==> src/rtl/drfs_pkg.sv <==
// drfs_pkg: shared types, codes, constants and the panel setup table
// for the display frame refresh sequencer; no dependencies
package drfs_pkg;

	localparam int PANEL_WIDTH_DEF = 128;
	localparam int PANEL_PAGES_DEF = 8;
	localparam int SETUP_LEN       = 23;

	localparam int CMD_W       = 2;
	localparam int COORD_W     = 9;
	localparam int IN_TDATA_W  = 24;
	localparam int OUT_TDATA_W = 80;
	localparam int PAYLOAD_W   = 64;

	localparam logic [7:0] CTRL_CMD      = 8'h00;
	localparam logic [7:0] CTRL_DATA     = 8'h40;
	localparam logic [7:0] PAGE_CMD_BASE = 8'hB0;
	localparam logic [7:0] COL_LOW_CMD   = 8'h00;
	localparam logic [7:0] COL_HIGH_CMD  = 8'h10;

	typedef enum logic [1:0] {
		CMD_TICK    = 2'd0,
		CMD_DRAW    = 2'd1,
		CMD_CLEAR   = 2'd2,
		CMD_REFRESH = 2'd3
	} cmd_code_t;

	typedef enum logic [1:0] {
		MODE_IDLE  = 2'd0,
		MODE_SETUP = 2'd1,
		MODE_RUN   = 2'd2
	} mode_t;

	typedef enum logic [2:0] {
		ACT_NONE,
		ACT_SINGLE,
		ACT_DRAW,
		ACT_DATA,
		ACT_CLEAR
	} act_t;

	typedef enum logic [2:0] {
		ST_CLEAR,
		ST_IDLE,
		ST_DECODE,
		ST_DRAW_WR,
		ST_SINGLE_OUT,
		ST_BEAT_RD,
		ST_BEAT_LD,
		ST_BEAT_OUT
	} state_t;

	typedef struct packed {
		logic latch_item;
		logic apply_update;
		logic load_single;
		logic rd_draw;
		logic wr_draw;
		logic rd_beat;
		logic load_beat;
		logic beat_next;
		logic finish_data;
		logic clear_start;
		logic clear_step;
	} dp_cmd_t;

	typedef struct packed {
		act_t action;
		logic clear_done;
		logic last_beat;
	} dp_status_t;

	function automatic logic [7:0] setup_byte(input logic [4:0] idx);
		logic [7:0] b;
		case (idx)
			5'd0:    b = 8'hAE;
			5'd1:    b = 8'hD5;
			5'd2:    b = 8'h80;
			5'd3:    b = 8'hA8;
			5'd4:    b = 8'h3F;
			5'd5:    b = 8'hD3;
			5'd6:    b = 8'h00;
			5'd7:    b = 8'h40;
			5'd8:    b = 8'hA1;
			5'd9:    b = 8'hC8;
			5'd10:   b = 8'hDA;
			5'd11:   b = 8'h12;
			5'd12:   b = 8'h81;
			5'd13:   b = 8'hCF;
			5'd14:   b = 8'hD9;
			5'd15:   b = 8'hF1;
			5'd16:   b = 8'hDB;
			5'd17:   b = 8'h30;
			5'd18:   b = 8'hA4;
			5'd19:   b = 8'hA6;
			5'd20:   b = 8'h8D;
			5'd21:   b = 8'h14;
			5'd22:   b = 8'hAF;
			default: b = 8'h00;
		endcase
		return b;
	endfunction

endpackage

==> src/rtl/drfs_ctrl.sv <==
// drfs_ctrl: sequencing state machine of the refresh sequencer
// depends on drfs_pkg (state, command and status types)
module drfs_ctrl (
	input  logic                clk,
	input  logic                arst_n,
	input  logic                s_tvalid,
	output logic                s_tready,
	output logic                m_tvalid,
	input  logic                m_tready,
	input  drfs_pkg::dp_status_t status,
	output drfs_pkg::dp_cmd_t    cmd
);

	drfs_pkg::state_t state_q, state_nxt;

	always_ff @(posedge clk or negedge arst_n) begin
		if (!arst_n) begin
			state_q <= drfs_pkg::ST_CLEAR;
		end else begin
			state_q <= state_nxt;
		end
	end

	// next state
	always_comb begin
		state_nxt = state_q;
		case (state_q)
			drfs_pkg::ST_CLEAR: begin
				if (status.clear_done) state_nxt = drfs_pkg::ST_IDLE;
			end
			drfs_pkg::ST_IDLE: begin
				if (s_tvalid) state_nxt = drfs_pkg::ST_DECODE;
			end
			drfs_pkg::ST_DECODE: begin
				case (status.action)
					drfs_pkg::ACT_SINGLE: state_nxt = drfs_pkg::ST_SINGLE_OUT;
					drfs_pkg::ACT_DRAW:   state_nxt = drfs_pkg::ST_DRAW_WR;
					drfs_pkg::ACT_DATA:   state_nxt = drfs_pkg::ST_BEAT_LD;
					drfs_pkg::ACT_CLEAR:  state_nxt = drfs_pkg::ST_CLEAR;
					default:              state_nxt = drfs_pkg::ST_IDLE;
				endcase
			end
			drfs_pkg::ST_DRAW_WR:    state_nxt = drfs_pkg::ST_IDLE;
			drfs_pkg::ST_SINGLE_OUT: begin
				if (m_tready) state_nxt = drfs_pkg::ST_IDLE;
			end
			drfs_pkg::ST_BEAT_RD:    state_nxt = drfs_pkg::ST_BEAT_LD;
			drfs_pkg::ST_BEAT_LD:    state_nxt = drfs_pkg::ST_BEAT_OUT;
			drfs_pkg::ST_BEAT_OUT: begin
				if (m_tready) begin
					state_nxt = status.last_beat ? drfs_pkg::ST_IDLE : drfs_pkg::ST_BEAT_RD;
				end
			end
			default: state_nxt = drfs_pkg::ST_IDLE;
		endcase
	end

	// outputs
	always_comb begin
		cmd      = '0;
		s_tready = 1'b0;
		m_tvalid = 1'b0;
		case (state_q)
			drfs_pkg::ST_CLEAR: cmd.clear_step = 1'b1;
			drfs_pkg::ST_IDLE: begin
				s_tready       = 1'b1;
				cmd.latch_item = s_tvalid;
			end
			drfs_pkg::ST_DECODE: begin
				case (status.action)
					drfs_pkg::ACT_SINGLE: begin
						cmd.apply_update = 1'b1;
						cmd.load_single  = 1'b1;
					end
					drfs_pkg::ACT_DRAW:  cmd.rd_draw     = 1'b1;
					drfs_pkg::ACT_DATA:  cmd.rd_beat     = 1'b1;
					drfs_pkg::ACT_CLEAR: cmd.clear_start = 1'b1;
					default:             cmd.apply_update = 1'b1;
				endcase
			end
			drfs_pkg::ST_DRAW_WR:    cmd.wr_draw = 1'b1;
			drfs_pkg::ST_SINGLE_OUT: m_tvalid = 1'b1;
			drfs_pkg::ST_BEAT_RD:    cmd.rd_beat = 1'b1;
			drfs_pkg::ST_BEAT_LD:    cmd.load_beat = 1'b1;
			drfs_pkg::ST_BEAT_OUT: begin
				m_tvalid = 1'b1;
				if (m_tready) begin
					cmd.finish_data = status.last_beat;
					cmd.beat_next   = !status.last_beat;
				end
			end
			default: begin
				cmd = '0;
			end
		endcase
	end

endmodule

==> config.mk <==
export PLATFORM = sky130hd
export DESIGN_NAME = drfs_ctrl
export DESIGN_NICKNAME = d
export VERILOG_FILES = /design/src/rtl/drfs_pkg.sv /design/src/rtl/drfs_ctrl.sv
export SDC_FILE = /design/constraint.sdc
export NUM_CORES = 1
export LEC_CHECK = 0
export BUFFER_PORTS_ARGS = -buffer_cell sky130_fd_sc_hd__buf_4
export CELL_PAD_IN_SITES_DETAIL_PLACEMENT = 0
export CELL_PAD_IN_SITES_GLOBAL_PLACEMENT = 2
export CORE_MARGIN = 8
export CORE_UTILIZATION = 20
export CTS_CLUSTER_DIAMETER = 120
export CTS_CLUSTER_SIZE = 16
export DETAILED_ROUTE_END_ITERATION = 16
export PLACE_DENSITY = 0.82
export RECOVER_POWER = 50
export SYNTH_ARGS = -nofsm -noshare
export SYNTH_HDL_FRONTEND = slang
export SYNTH_SLANG_ARGS = --single-unit
==> constraint.sdc <==
create_clock -name clk -period 1.6 [get_ports clk]
set_input_delay 0.16 -clock clk [delete_from_list [all_inputs] [get_ports clk]]
set_output_delay 0.16 -clock clk [all_outputs]
set_load 0.02 [all_outputs]
## Yosys cells after proc, flatten, opt, wreduce, memory -nomap -nowiden

Cells that the tools add are included.

- Register bits: 3
- Output and inout bits: 13
- Bits of input ports: 9

- Equality and inequality tests: 15
- Muxes and demuxes: 23
- Reductions and logical operators: 5

Operators with widths:

| cell | number |
|---|---|
| $pmux W3 S8 | 1 |
| $mux W3 | 6 |
| $eq A3 B3 Y1 const B | 5 |
| $eq A3 B2 Y1 const B | 4 |
| $mux W1 | 12 |
| $pmux W3 S4 | 1 |
| $ne A2 B2 Y1 const B | 4 |
| $eq A3 B1 Y1 const B | 2 |
| $mux W2 | 2 |
| $reduce_and A4 Y1 | 1 |
| $logic_not A3 Y1 | 1 |
| $reduce_or A3 Y1 | 1 |
| $pmux W1 S2 | 1 |
| $reduce_or A2 Y1 | 1 |
| $logic_not A1 Y1 | 1 |

## Logic depth before layout (Yosys ltp)

Gate-level depths: netlist of run 1.

- Word-level depth: 4
- Mapped depth: 4

## Worst setup path after synthesis of run 1

No wires, ideal clock.

- Path kind: register to output
- Start point: register state_q[2]
- End point: output cmd[7] in the netlist's numbering
- Arrival: 1.423 ns
- Data required time: 1.440 ns
- Path buffers: 1
- Slack: 0.017 ns
- Stages on the path, launching flop included: 4
- Cells stage by stage: dfrtp_1 > or3b_1 > buf_6 > nor3b_1

RTL lines:

| what | line | source |
|---|---|---|
| start: declaration | drfs_ctrl.sv:14 | `drfs_pkg::state_t state_q, state_nxt;` |
| start signal: assignment | drfs_ctrl.sv:18 | `state_q <= drfs_pkg::ST_CLEAR;` |
| start signal: assignment | drfs_ctrl.sv:20 | `state_q <= state_nxt;` |
| end: declaration | drfs_ctrl.sv:11 | `output drfs_pkg::dp_cmd_t cmd` |

==> results list, run 1 <==
- R2R cell count: 3
- Cell variety after synth: 28
- Number of buffers created by CTS: 3
- Period minus WS final: 1640 ps
* Net count after synthesis: 56
- RSZ-0062 raised after global routing: true
* Worst setup slack for register-to-register paths: about 430 ps
- Rows: 15
* PnR Total Power: around 0.81 mW
- Counting flops and latches in the post-synthesis netlist gives 3.
- Top register by number of flip-flops: state_q
* Design Area, Final: just under 600 um2
- OpenSTA, run right after detailed placement, puts the worst setup slack at 114 ps.
- Hold Crit Start: m_tready
- Layout Area Growth over Synthesis: 59.1%
- Via count: about 430
- Between clock sinks in the finished design, the worst skew comes to approximately 1.1 ps.
* Post-synthesis cell count: 47
- Number of antenna violations at the first check in global routing: 0
* Fraction of final layout cells sized beyond drive strength 1: between 30% and 40%
* Kind of critical path: flop to output port
- Post-detailed-route via-to-cell ratio: 4.45
- In the global route stage, overall resource usage came out at just under 8%.
* Power Density: roughly 1400 mW/mm2
- In this run the worst hold path is classified as primary input to flop.
* Outcome: finished with violations
- Clock tree from TritonCTS: yes
- Measured along the x axis, the die boundary spans between 50 and 60 um.
- Timing would allow up to about 610 MHz.
* Routed len/inst: roughly 12 um
- Area inside the core boundary: about 0.0017 mm2
- After detailed routing, the total wire length is approximately 1.2 mm.
* Critical Path End Type: output port
* Critical Path Source Type: flop
- The worst-case IR drop observed on VDD is roughly 0.41 mV.
- Average cell area after synthesis: approximately 7.7 um2
* Number of flip-flops under the largest register name: 3
- Number of nets with antenna violations after detailed routing: 0
- Placed standard-cell area: approximately 550 um2
- Diodes inserted: 0
* Port bufs: 21
* Worst-skew pair later-pin latency: around 230 ps
* Wire length of the first global-routing pass: ~2 mm
- In the final design database the tool counted slightly above 80 nets.
* Total global routing overflow: 0
- The detailed router finished its first iteration with 10 violations.
* Share of synthesized area occupied by flip-flops and latches: 20.6%
* Final period utilization: 103%
* Data arrival, critical path: roughly 1500 ps
* Leakage dissipation: roughly 0.26 nW
* Routability congestion estimate: between 0.6 and 0.7
- Starting Density: a little over a fifth
- The number of pins with negative max-slew slack in the final report is 0.
- Die Area: between 0.003 and 0.004 mm2
- Via count of the first global-routing pass: 447
* Mapped cell area: approximately 360 um2
- Setup violations remaining at the end of the flow were counted as 1.
* Clock tree sinks: 3
- Worst slew margin: between 80% and 90%
- In this run the vertical extent of the chip is approximately 60 um.
* Clock edge transition at the registers on the reported setup and hold paths: about 30 ps
- Number of warnings issued by yosys: 0
- DRC violations left: 0
- Violations in the final reports: setup timing
* Level count of the clock H-tree: 1
* Final hold vios: 0
* Maximum fanout encountered on the critical timing path: 6
* Hold EP: state_q[2]$_DFFE_PN0P_
- Launching point of the worst reg2reg path: state_q[2]$_DFFE_PN0P_
* Total negative slack: -41.5 ps
* Filler-free cell count of the finished design: 97
- The library cells used most frequently in the layout, excluding fill and tap cells, are sky130_fd_sc_hd__buf_4, sky130_fd_sc_hd__nor3_1, sky130_fd_sc_hd__clkbuf_1.
* Detailed placement HPWL: 879 um
- Most common cell after layout, fill and taps aside: sky130_fd_sc_hd__buf_4
- Max cap viols: 0
- Setup ws final: -41.5 ps
- Detailed Routing Iterations Pass 1: 4
- Placed Cells incl. Taps: 92
- Max Root-Sink Buffers: 2
* Terminus of the critical flop-to-flop path: state_q[0]$_DFFE_PN0P_
- Along the worst hold path, the cell count comes to 2.
- Entering global routing, the biggest net connects 16 pins.
* Root Driver: sky130_fd_sc_hd__clkbuf_4
- At the pin with the least slew margin, the transition time is 293 ps.
- In this run the count of I/O pins placed on the die edge is 22.
* Worst endpoint required time: ~1400 ps
* Biggest registers after layout: state_q: 3 flops
## area by class of cell
type,instances,area (um2)
fillers,207,1150
clock buffers,4,26.3
flip-flops and latches,3,75.1
well taps,25,31.3
inverters,2,7.51
repair buffers,25,179
multi-input cells,38,260
## cells by family after synthesis
logic type / after synthesis / synth area share [%]
AOI/OAI and AO/OA: 11 / 19.9
DFF: 3 / 20.6
buffers and inverters: 6 / 8.59
and+or+nand+nor: 27 / 50.9
## timing repair
item                                    CTS  global route
buffers inserted                          0             0
endpoints found under the hold margin     3             0
hold buffers                              1             0
endpoints found under the setup margin    5             3
gates resized for setup                   1             0
pin swaps                                 0             1
## metrics by stage
step / hold slack, ps / util, %
after global placement: -49.7 / 32.0
final: 154 / 33.6
after CTS: 146 / 34.2
after global routing: 168 / 33.6
after detailed placement: -48.5 / 32.0
after floorplan: -136 / -
## synthesized netlist by cell type, drive strengths merged
master	n	area share [%]
a21oi	1	1.4
a222oi	1	2.7
and2	1	1.7
and2b	1	2.1
and3	2	3.4
and3b	1	2.4
buf	2	4.5
clkbuf	2	2.1
dfrtp	3	21
inv	2	2.1
nand2	3	3.1
nand2b	1	1.7
nand3b	1	2.1
nand4	1	1.7
nor2	3	3.1
nor2b	3	5.2
nor3	4	5.5
nor3b	3	7.6
nor4b	1	6.5
o211ai	1	2.1
o21ai	5	6.9
o21ba	1	2.7
o22ai	1	1.7
o32ai	1	2.4
or3b	2	4.8
## worst max-delay path by stage
stage / start / end / slack (ps) / cells past startpoint
after CTS: state_q[2]$_DFFE_PN0P_ / cmd[1] / -50 / 3
after global routing: state_q[2]$_DFFE_PN0P_ / cmd[1] / -80 / 3
final: state_q[2]$_DFFE_PN0P_ / cmd[1] / -40 / 3
after floorplan: state_q[2]$_DFFE_PN0P_ / cmd[7] / 20 / 3
after detailed placement: state_q[2]$_DFFE_PN0P_ / cmd[1] / 110 / 3
after global placement: state_q[2]$_DFFE_PN0P_ / cmd[1] / 130 / 3
## worst max-delay path: stages, from the launching register on
cell	delay [ps]
sky130_fd_sc_hd__dfrtp_1	370
sky130_fd_sc_hd__or3b_4	450
sky130_fd_sc_hd__nor4b_4	260
sky130_fd_sc_hd__buf_4	180
## per-layer routing
layer	wire length (um)	part of all wire [%]	GRT usage (%)	up-vias
li1	-	-	-	222
met1	506	43	7.81	189
met2	547	46	11.7	19
met3	103	8.7	3.48	2
met4	22	1.9	7.17	0
met5	0	0	0	-
## power by group
group          switching (mW)  total, mW  leakage (nW)  internal [mW]
Clock                  0.0371      0.130        0.0150         0.0933
Combinational           0.330      0.563         0.205          0.233
Sequential             0.0136      0.121        0.0385          0.107
Total                   0.381      0.814         0.258          0.434
(Power assumes the default switching activity.)
==> run 2: changes to the inputs <==
--- a/config.mk
+++ b/config.mk
@@ -9,11 +9,12 @@
 export CELL_PAD_IN_SITES_DETAIL_PLACEMENT = 0
 export CELL_PAD_IN_SITES_GLOBAL_PLACEMENT = 2
 export CORE_MARGIN = 8
-export CORE_UTILIZATION = 20
+export CORE_UTILIZATION = 22
 export CTS_CLUSTER_DIAMETER = 120
 export CTS_CLUSTER_SIZE = 16
 export DETAILED_ROUTE_END_ITERATION = 16
-export PLACE_DENSITY = 0.82
+export GPL_TIMING_DRIVEN = 0
+export PLACE_DENSITY = 0.89
 export RECOVER_POWER = 50
 export SYNTH_ARGS = -nofsm -noshare
 export SYNTH_HDL_FRONTEND = slang
==> constraint.sdc (replaced) <==
create_clock -name clk -period 2.1 [get_ports clk]
set_input_delay 0.21 -clock clk [delete_from_list [all_inputs] [get_ports clk]]
set_output_delay 0.21 -clock clk [all_outputs]
set_load 0.02 [all_outputs]
==> results list, run 2 (same netlist as run 1, synthesis figures left out) <==
- Starting Density: 23.9% (+2.8 points)
* Number of fillers in the final layout: 163 (-21%)
- Core Util, Final: 36.7% (+3.1 points)
- Hold EP: state_q[2]$_DFFE_PN0P_
* Root Driver: sky130_fd_sc_hd__clkbuf_4
* Terminus of the critical flop-to-flop path: state_q[0]$_DFFE_PN0P_
* R2R cell count: 4 (+1)
- RSZ-0062 raised after global routing: false
* Path class of the lowest-slack min-delay path: primary input to flop
- Number of antenna violations at the first check in global routing: 0 (unchanged)
- Final wirelength: 1.14 mm (-3.5%)
- Largest clock skew in the final design: 3.46 ps (+2.34 ps)
- Data arrival, critical path: 1680 ps (+200 ps)
- The maximum ir drop on the vdd rail came to 0.301 mV (-27%).
- The number of antenna diodes is 0 (unchanged).
- The critical path data required time is 1890 ps (+450 ps).
- Compared with the post-synthesis result, the final layout area differs by 53.6%.
* Number of nets with antenna violations after detailed routing: 0 (unchanged)
* Commonest cells after routing, fill and taps aside: sky130_fd_sc_hd__buf_4, sky130_fd_sc_hd__clkbuf_1, sky130_fd_sc_hd__nor3_1
- Longest individual stage delay on the worst path: 400 ps (-50 ps)
- Power Density: 1100 mW/mm2 (-22%)
- The total negative slack was 0 ps (+41.5 ps).
- The clock period could shrink to around 1900 ps.
- The library cell used most frequently in the layout, excluding fill and tap cells, is sky130_fd_sc_hd__buf_4.
* Max stage delay cell, worst path: sky130_fd_sc_hd__dfrtp_1
- Drt initial violations: 17 (+7)
* Top register by number of flip-flops: state_q
- Detailed placement HPWL: 896 um (+1.9%)
* WHS Path Cells: 2 (unchanged)
* Final-layout worst hold slack: 199 ps (+45.0 ps)
* Via count: 441 (+2.1%)
- The clock-pin slew of the registers on the worst-case setup and hold paths came to 40 ps (about the same).
- The routability congestion estimate was 0.693 (-0.12%).
- Launching point of the worst reg2reg path: state_q[2]$_DFFE_PN0P_
* Worst-skew pair later-pin latency: 240 ps (about the same)
- The number of CTS-inserted buffers was 3 (unchanged).
- Worst setup slack for register-to-register paths: 740 ps (+310 ps)
* Number of nets in the layout: 83 (+1.2%)
* Final slew viol count: 0 (unchanged)
* Max Root-Sink Buffers: 2 (unchanged)
* Post_cts resized: 0 (-1)
- FMAX: between 500 and 600 MHz
- The flip-flop count of the largest register after layout is 3 (unchanged).
- Rows: 14 (-1)
- The total track usage came to 7.38% (-0.34 points).
* Critical path cell sequence: or3b_1 > clkbuf_1 > nor4b_4 > buf_4
- Clock tree from TritonCTS: yes
- Area inside the core boundary: 0.00152 mm2 (-12%)
- STA classifies the critical path endpoint as an output port.
* Horizontal die dimension: 56.7 um (-3.4%)
- Leakage dissipation: 0.248 nW (-3.9%)
- Critical Path Source Type: flop
- Dividing the final minimum period by the clock period gives ~90%.
* Max cap viols: 0 (unchanged)
- The setup-violating endpoint count in the final report was 0 (-1).
* Level count of the clock H-tree: 1 (unchanged)
- The number of global-route vias before repair came to 428 (-4.3%).
- Maximum fanout encountered on the critical timing path: 6 (unchanged)
* Worst slew margin: 75.7% (-4.7 points)
- Die Area: 0.00321 mm2 (-6.7%)
* Post-detailed-route via-to-cell ratio: 4.96 (+11%)
* Fraction of final layout cells sized beyond drive strength 1: 34.2% (-4.6 points)
- The setup path with the least slack is of type flop to output port.
- DRC violations left: 0 (unchanged)
- Port bufs: 21 (unchanged)
- The final count of hold timing violations was 0 (unchanged).
- Clock tree sinks: 3 (unchanged)
- In this run the most critical hold path is launched from m_tready.
- Number of top-level design ports: 22 (unchanged)
- The height of the die came to 56.7 um (-3.4%).
- Outcome: completed
- Routed len/inst: 12.8 um (+5.2%)
- Maximum number of pins on one net before global-route repair: 11 (-5)
- Detailed Routing Iterations Pass 1: 5 (+1)
- The largest registers in the layout are state_q: 3 flops.
* Wire length of the first global-routing pass: 1.96 mm (-2.1%)
* Slew at the pin with the worst max-slew slack: 365 ps (+71.6 ps)
- Total global routing overflow: 0 (unchanged)
==> run 2: changes by cell type in the layout (fill, tap and decap cells not counted), sizes merged <==
| cell | before | now |
|---|---|---|
| buf | 21 | 19 |
| clkbuf | 7 | 10 |
==> run 2: routing by layer <==
metal / global-route usage [%] / wire (um)
met1: 8.85 / 500
met2: 9.87 / 561
met3: 2.92 / 54
met4: 6.19 / 22
met5: 0 / 0
==> run 2: critical path: cells and delay by family, from the launching register on <==
kind | cells | cell delay [ps]
buffers and inverters | 2 | 380
DFF | 1 | 400
and+or+nand+nor | 2 | 660
==> run 2: worst max-delay path by stage <==
stage	startpoint	to
floorplan	state_q[2]$_DFFE_PN0P_	cmd[7]
global placement	state_q[1]$_DFFE_PN0P_	cmd[1]
detailed placement	state_q[1]$_DFFE_PN0P_	cmd[1]
CTS	state_q[1]$_DFFE_PN0P_	cmd[1]
global route	state_q[1]$_DFFE_PN0P_	cmd[1]
finish	state_q[2]$_DFFE_PN0P_	cmd[1]
==> run 2: cell type report <==
class / count / area (um2) / area share (%)
plain buffers: 4 / 16.3 / 2.91
clock buffers: 4 / 26.3 / 4.70
inverters: 2 / 7.51 / 1.34
multi-input cells: 38 / 258 / 46.1
flip-flops and latches: 3 / 75.1 / 13.4
well taps: 16 / 20.0 / 3.58
repair buffers: 22 / 156 / 28.0
==> run 2: per-stage QoR <==
| stage | instance area [um2] | worst slack (ps) | power (mW) | instances |
|---|---|---|---|---|
| floorplan | 364 | 467 | 0.391 | 47 |
| global placement | 542 | 511 | 0.545 | 84 |
| detailed placement | 542 | 538 | 0.544 | 84 |
| CTS | 578 | 274 | 0.652 | 89 |
| global route | 559 | 105 | 0.673 | 89 |
| finish | 559 | 206 | 0.615 | 89 |
==> run 2: report_power, final <==
group	leakage [nW]	internal, mW	switching (mW)
clock	0.0150	0.0712	0.0306
sequential	0.0385	0.0819	0.0306
combinational	0.195	0.166	0.235
total	0.248	0.319	0.296
==> run 2: repair_timing <==
action,CTS,global route
hold buffers,1,0
hold endpoints to repair,3,0
buffers inserted,0,0
==> run 3: changes to the inputs <==
--- a/config.mk
+++ b/config.mk
@@ -5,16 +5,17 @@
 export SDC_FILE = /design/constraint.sdc
 export NUM_CORES = 1
 export LEC_CHECK = 0
+export ABC_AREA = 1
 export BUFFER_PORTS_ARGS = -buffer_cell sky130_fd_sc_hd__buf_4
 export CELL_PAD_IN_SITES_DETAIL_PLACEMENT = 0
 export CELL_PAD_IN_SITES_GLOBAL_PLACEMENT = 2
 export CORE_MARGIN = 8
-export CORE_UTILIZATION = 22
+export CORE_UTILIZATION = 19
 export CTS_CLUSTER_DIAMETER = 120
 export CTS_CLUSTER_SIZE = 16
 export DETAILED_ROUTE_END_ITERATION = 16
 export GPL_TIMING_DRIVEN = 0
-export PLACE_DENSITY = 0.89
+export PLACE_DENSITY = 0.84
 export RECOVER_POWER = 50
 export SYNTH_ARGS = -nofsm -noshare
 export SYNTH_HDL_FRONTEND = slang
==> results list, run 3 <==
- Number of buffers created by CTS: 3 (unchanged)
- The number of nets in the final layout is 105 (+27%).
- Post_cts resized: 0 (unchanged)
* Max cap viols: 0 (unchanged)
- In this run the critical register-to-register path is captured at state_q[0]$_DFFE_PN0P_.
* Data arrival, critical path: 1430 ps (-250 ps)
- Setup repair after global routing left no endpoint under its margin.
* Detailed Routing Iterations Pass 1: 4 (-1)
- Proportion of register bits with asynchronous set or reset after synthesis: 100% (unchanged)
- Post-synth EDFFs: 0 (unchanged)
- Cell types with the largest area share after synthesis: sky130_fd_sc_hd__dfrtp_1, sky130_fd_sc_hd__nand2_1, sky130_fd_sc_hd__nor2_1
- Power Density: 1130 mW/mm2 (+2.8%)
* Biggest registers after layout: state_q: 3 flops
- Maximum number of pins on one net before global-route repair: 11 (unchanged)
* Number of nets with antenna violations after detailed routing: 0 (unchanged)
- sky130_fd_sc_hd__nand2_1 is the most common cell in the netlist.
- STA classifies the critical path endpoint as an output port.
- The number of global-route vias before repair is 480 (+12%).
* Critical Path Source Type: flop
- Mapped cell area: 370 um2 (+1.7%)
- The portion of the clock cycle consumed by the worst path in the final layout came to 78.3% (-12 points).
* Kind of critical path: flop to output port
- Final wirelength: 1.18 mm (+3.8%)
- Final hold vios: 0 (unchanged)
- The routed via count is 495 (+12%).
- The overall power is 0.663 mW (+7.9%).
- The number of antenna diodes is 0 (unchanged).
- Ranked by flip-flop count, first place goes to state_q.
- Total negative slack: 0 ps (unchanged)
- Worst setup slack for register-to-register paths: 790 ps (+50 ps)
* Die Area: 0.00362 mm2 (+13%)
- Routed len/inst: 9.68 um (-24%)
- Relative to the synthesized area, the layout overhead comes to 58.4%.
- The DRC violations left came to 0 (unchanged).
- The I/O pin count is 22 (unchanged).
* Drt initial violations: 13 (-4)
- The time the final worst path needs with I/O delays and setup was 1640 ps (-250 ps).
- Fraction of final layout cells sized beyond drive strength 1: 27.4% (-6.9 points)
- The internal power came to 0.313 mW (-1.7%).
- The setup-violating endpoint count in the final report is 0 (unchanged).
- Number of flip-flops under the largest register name: 3 (unchanged)
- Outcome: completed
* Fraction of power consumed by combinational cells: 68.5% (+3.4 points)
* Power spent charging and discharging nets: 0.350 mW (+18%)
* Commonest cells after routing, fill and taps aside: sky130_fd_sc_hd__nand2_1, sky130_fd_sc_hd__nor2_1, sky130_fd_sc_hd__buf_4
- Clock tree from TritonCTS: yes
* Peak VDD IR: 0.307 mV (+2.0%)
- Clock tree sinks: 3 (unchanged)
* Share of the synthesized area in the top cell type: 20.3% (-0.35 points)
* Wire length of the first global-routing pass: 2.04 mm (+3.9%)
- The tightest min-delay check is of the primary input to flop type.
- The worst max-slew margin expressed relative to the limit is 77.2% (+1.5 points).
- Die Span Y: 60.2 um (+6.1%)
- The total track usage came to 7.09% (-0.30 points).
* Post-detailed-route via-to-cell ratio: 4.06 (-18%)
* Share of synthesized area occupied by flip-flops and latches: 20.3% (-0.35 points)
- Startpoint of the worst setup timing path: state_q[2]$_DFFE_PN0P_
- Level count of the clock H-tree: 1 (unchanged)
- Clock power frac: 14.8% (-1.8 points)
* Total global routing overflow: 0 (unchanged)
- Area inside the core boundary: 0.00190 mm2 (+25%)
* Max Root-Sink Buffers: 2 (unchanged)
- The count of distinct cell types in the synthesized netlist is 14 (-50%).
- Routability congestion estimate: 0.769 (+11%)
- Starting Density: 19.5% (-4.4 points)
* Slew at the pin with the worst max-slew slack: 342 ps (-22.6 ps)
* Maximum fanout encountered on the critical timing path: 10 (+4)
- The number of antenna violations at the first check in global routing is 0 (unchanged).
* Dominant cell type by area after synthesis: sky130_fd_sc_hd__dfrtp_1
* FMAX: 608 MHz (+15%)
- The overall die width was 60.2 um (+6.1%).
* Root Driver: sky130_fd_sc_hd__clkbuf_4
- The leakage power summed over all cells came to 0.331 nW (+33%).
* Count of state elements after synthesis: 3 (unchanged)
* Largest clock skew in the final design: 2.23 ps (-1.23 ps)
* Synth cell count leaders: sky130_fd_sc_hd__nand2_1, sky130_fd_sc_hd__nor2_1, sky130_fd_sc_hd__inv_1, sky130_fd_sc_hd__nand3_1
- Rows: 16 (+2)
* Endpoint of the worst setup timing path: cmd[5]
* Port bufs: 21 (unchanged)
* Post-synthesis cell count: 69 (+47%)
* Launching point of the worst reg2reg path: state_q[2]$_DFFE_PN0P_
- Leaving out fill and tap cells, the most frequent cell in the layout is sky130_fd_sc_hd__nand2_1.
- Net count after synthesis: 78 (+39%)
* Clock edge transition at the registers on the reported setup and hold paths: 40 ps (about the same)
- Dominant synthesized flop cell: sky130_fd_sc_hd__dfrtp_1
* Average cell area after synthesis: 5.37 um2 (-31%)
- The number of pins with negative max-slew slack in the final report was 0 (unchanged).
- R2R cell count: 6 (+2)
- Number of warnings issued by yosys: 0 (unchanged)
- Worst endpoint required time: 1890 ps (about the same)
* Detailed placement HPWL: 991 um (+11%)
- Seq pwr share: 16.7% (-1.6 points)
- Worst-skew pair later-pin latency: 230 ps (about the same)
- Sw frac: 52.8% (+4.6 points)
[run 3: cell type report]
class	instances	area (um2)
Buffer	1	11.3
Tap cell	27	33.8
Sequential cell	3	75.1
Clock buffer	4	26.3
Inverter	11	41.3
Timing Repair Buffer	22	156
Multi-Input combinational cell	54	243
Fill cell	221	1320
[run 3: cells by family (layout without fill, tap and decap cells)]
group / count (synthesis) / in the layout / synth area share (%)
flops: 3 / 3 / 20.3
compound gates: 2 / 2 / 3.04
simple gates: 52 / 52 / 62.5
buf+inv: 12 / 38 / 14.2
[run 3: what timing repair did]
item | 4_1_cts | 5_1_grt
endpoints found under the hold margin | 3 | 0
buffers inserted | 0 | 0
hold buffers | 1 | 0
[run 3: worst min-delay path by stage]
stage / startpoint / endpoint / cells after the start
6_report: m_tready / state_q[2]$_DFFE_PN0P_ / 4
5_1_grt: m_tready / state_q[2]$_DFFE_PN0P_ / 4
4_1_cts: m_tready / state_q[2]$_DFFE_PN0P_ / 4
3_5_place_dp: arst_n / state_q[1]$_DFFE_PN0P_ / 1
3_3_place_gp: arst_n / state_q[0]$_DFFE_PN0P_ / 1
2_1_floorplan: arst_n / state_q[0]$_DFFE_PN0P_ / 0
[run 3: power groups by stage]
stage,combinational [mW],clock (mW),sequential [mW]
global placement,0.473,0,0.114
floorplan,0.320,0,0.106
global route,0.517,0.109,0.118
finish,0.454,0.0981,0.111
CTS,0.476,0.104,0.112
detailed placement,0.471,0,0.113
[run 3: critical path, cell delays in order, from the launching register on]
cell and delay, ps:
sky130_fd_sc_hd__dfrtp_1 430, sky130_fd_sc_hd__inv_1 300, sky130_fd_sc_hd__nand3_4 150, sky130_fd_sc_hd__o22ai_1 160, sky130_fd_sc_hd__buf_4 170
[run 3: metrics by stage]
| step | hold slack (ps) | area [um2] | std cells | setup slack [ps] | util [%] |
|---|---|---|---|---|---|
| 2_1_floorplan | -85.6 | 370 | 69 | 774 | - |
| 3_3_place_gp | -2.38 | 562 | 117 | 811 | 29.5 |
| 3_5_place_dp | -0.240 | 562 | 117 | 828 | 29.5 |
| 4_1_cts | 295 | 598 | 122 | 574 | 31.4 |
| 5_1_grt | 321 | 587 | 122 | 318 | 30.9 |
| 6_report | 301 | 587 | 122 | 456 | 30.9 |
[run 3: metal layers]
layer / part of all wire, % / track usage (%) / vias up
li1: - / - / 265
met1: 47 / 8.94 / 211
met2: 41 / 10.4 / 19
met3: 12 / 3.23 / 0
met4: 0 / 2.04 / 0
met5: 0 / 0 / -
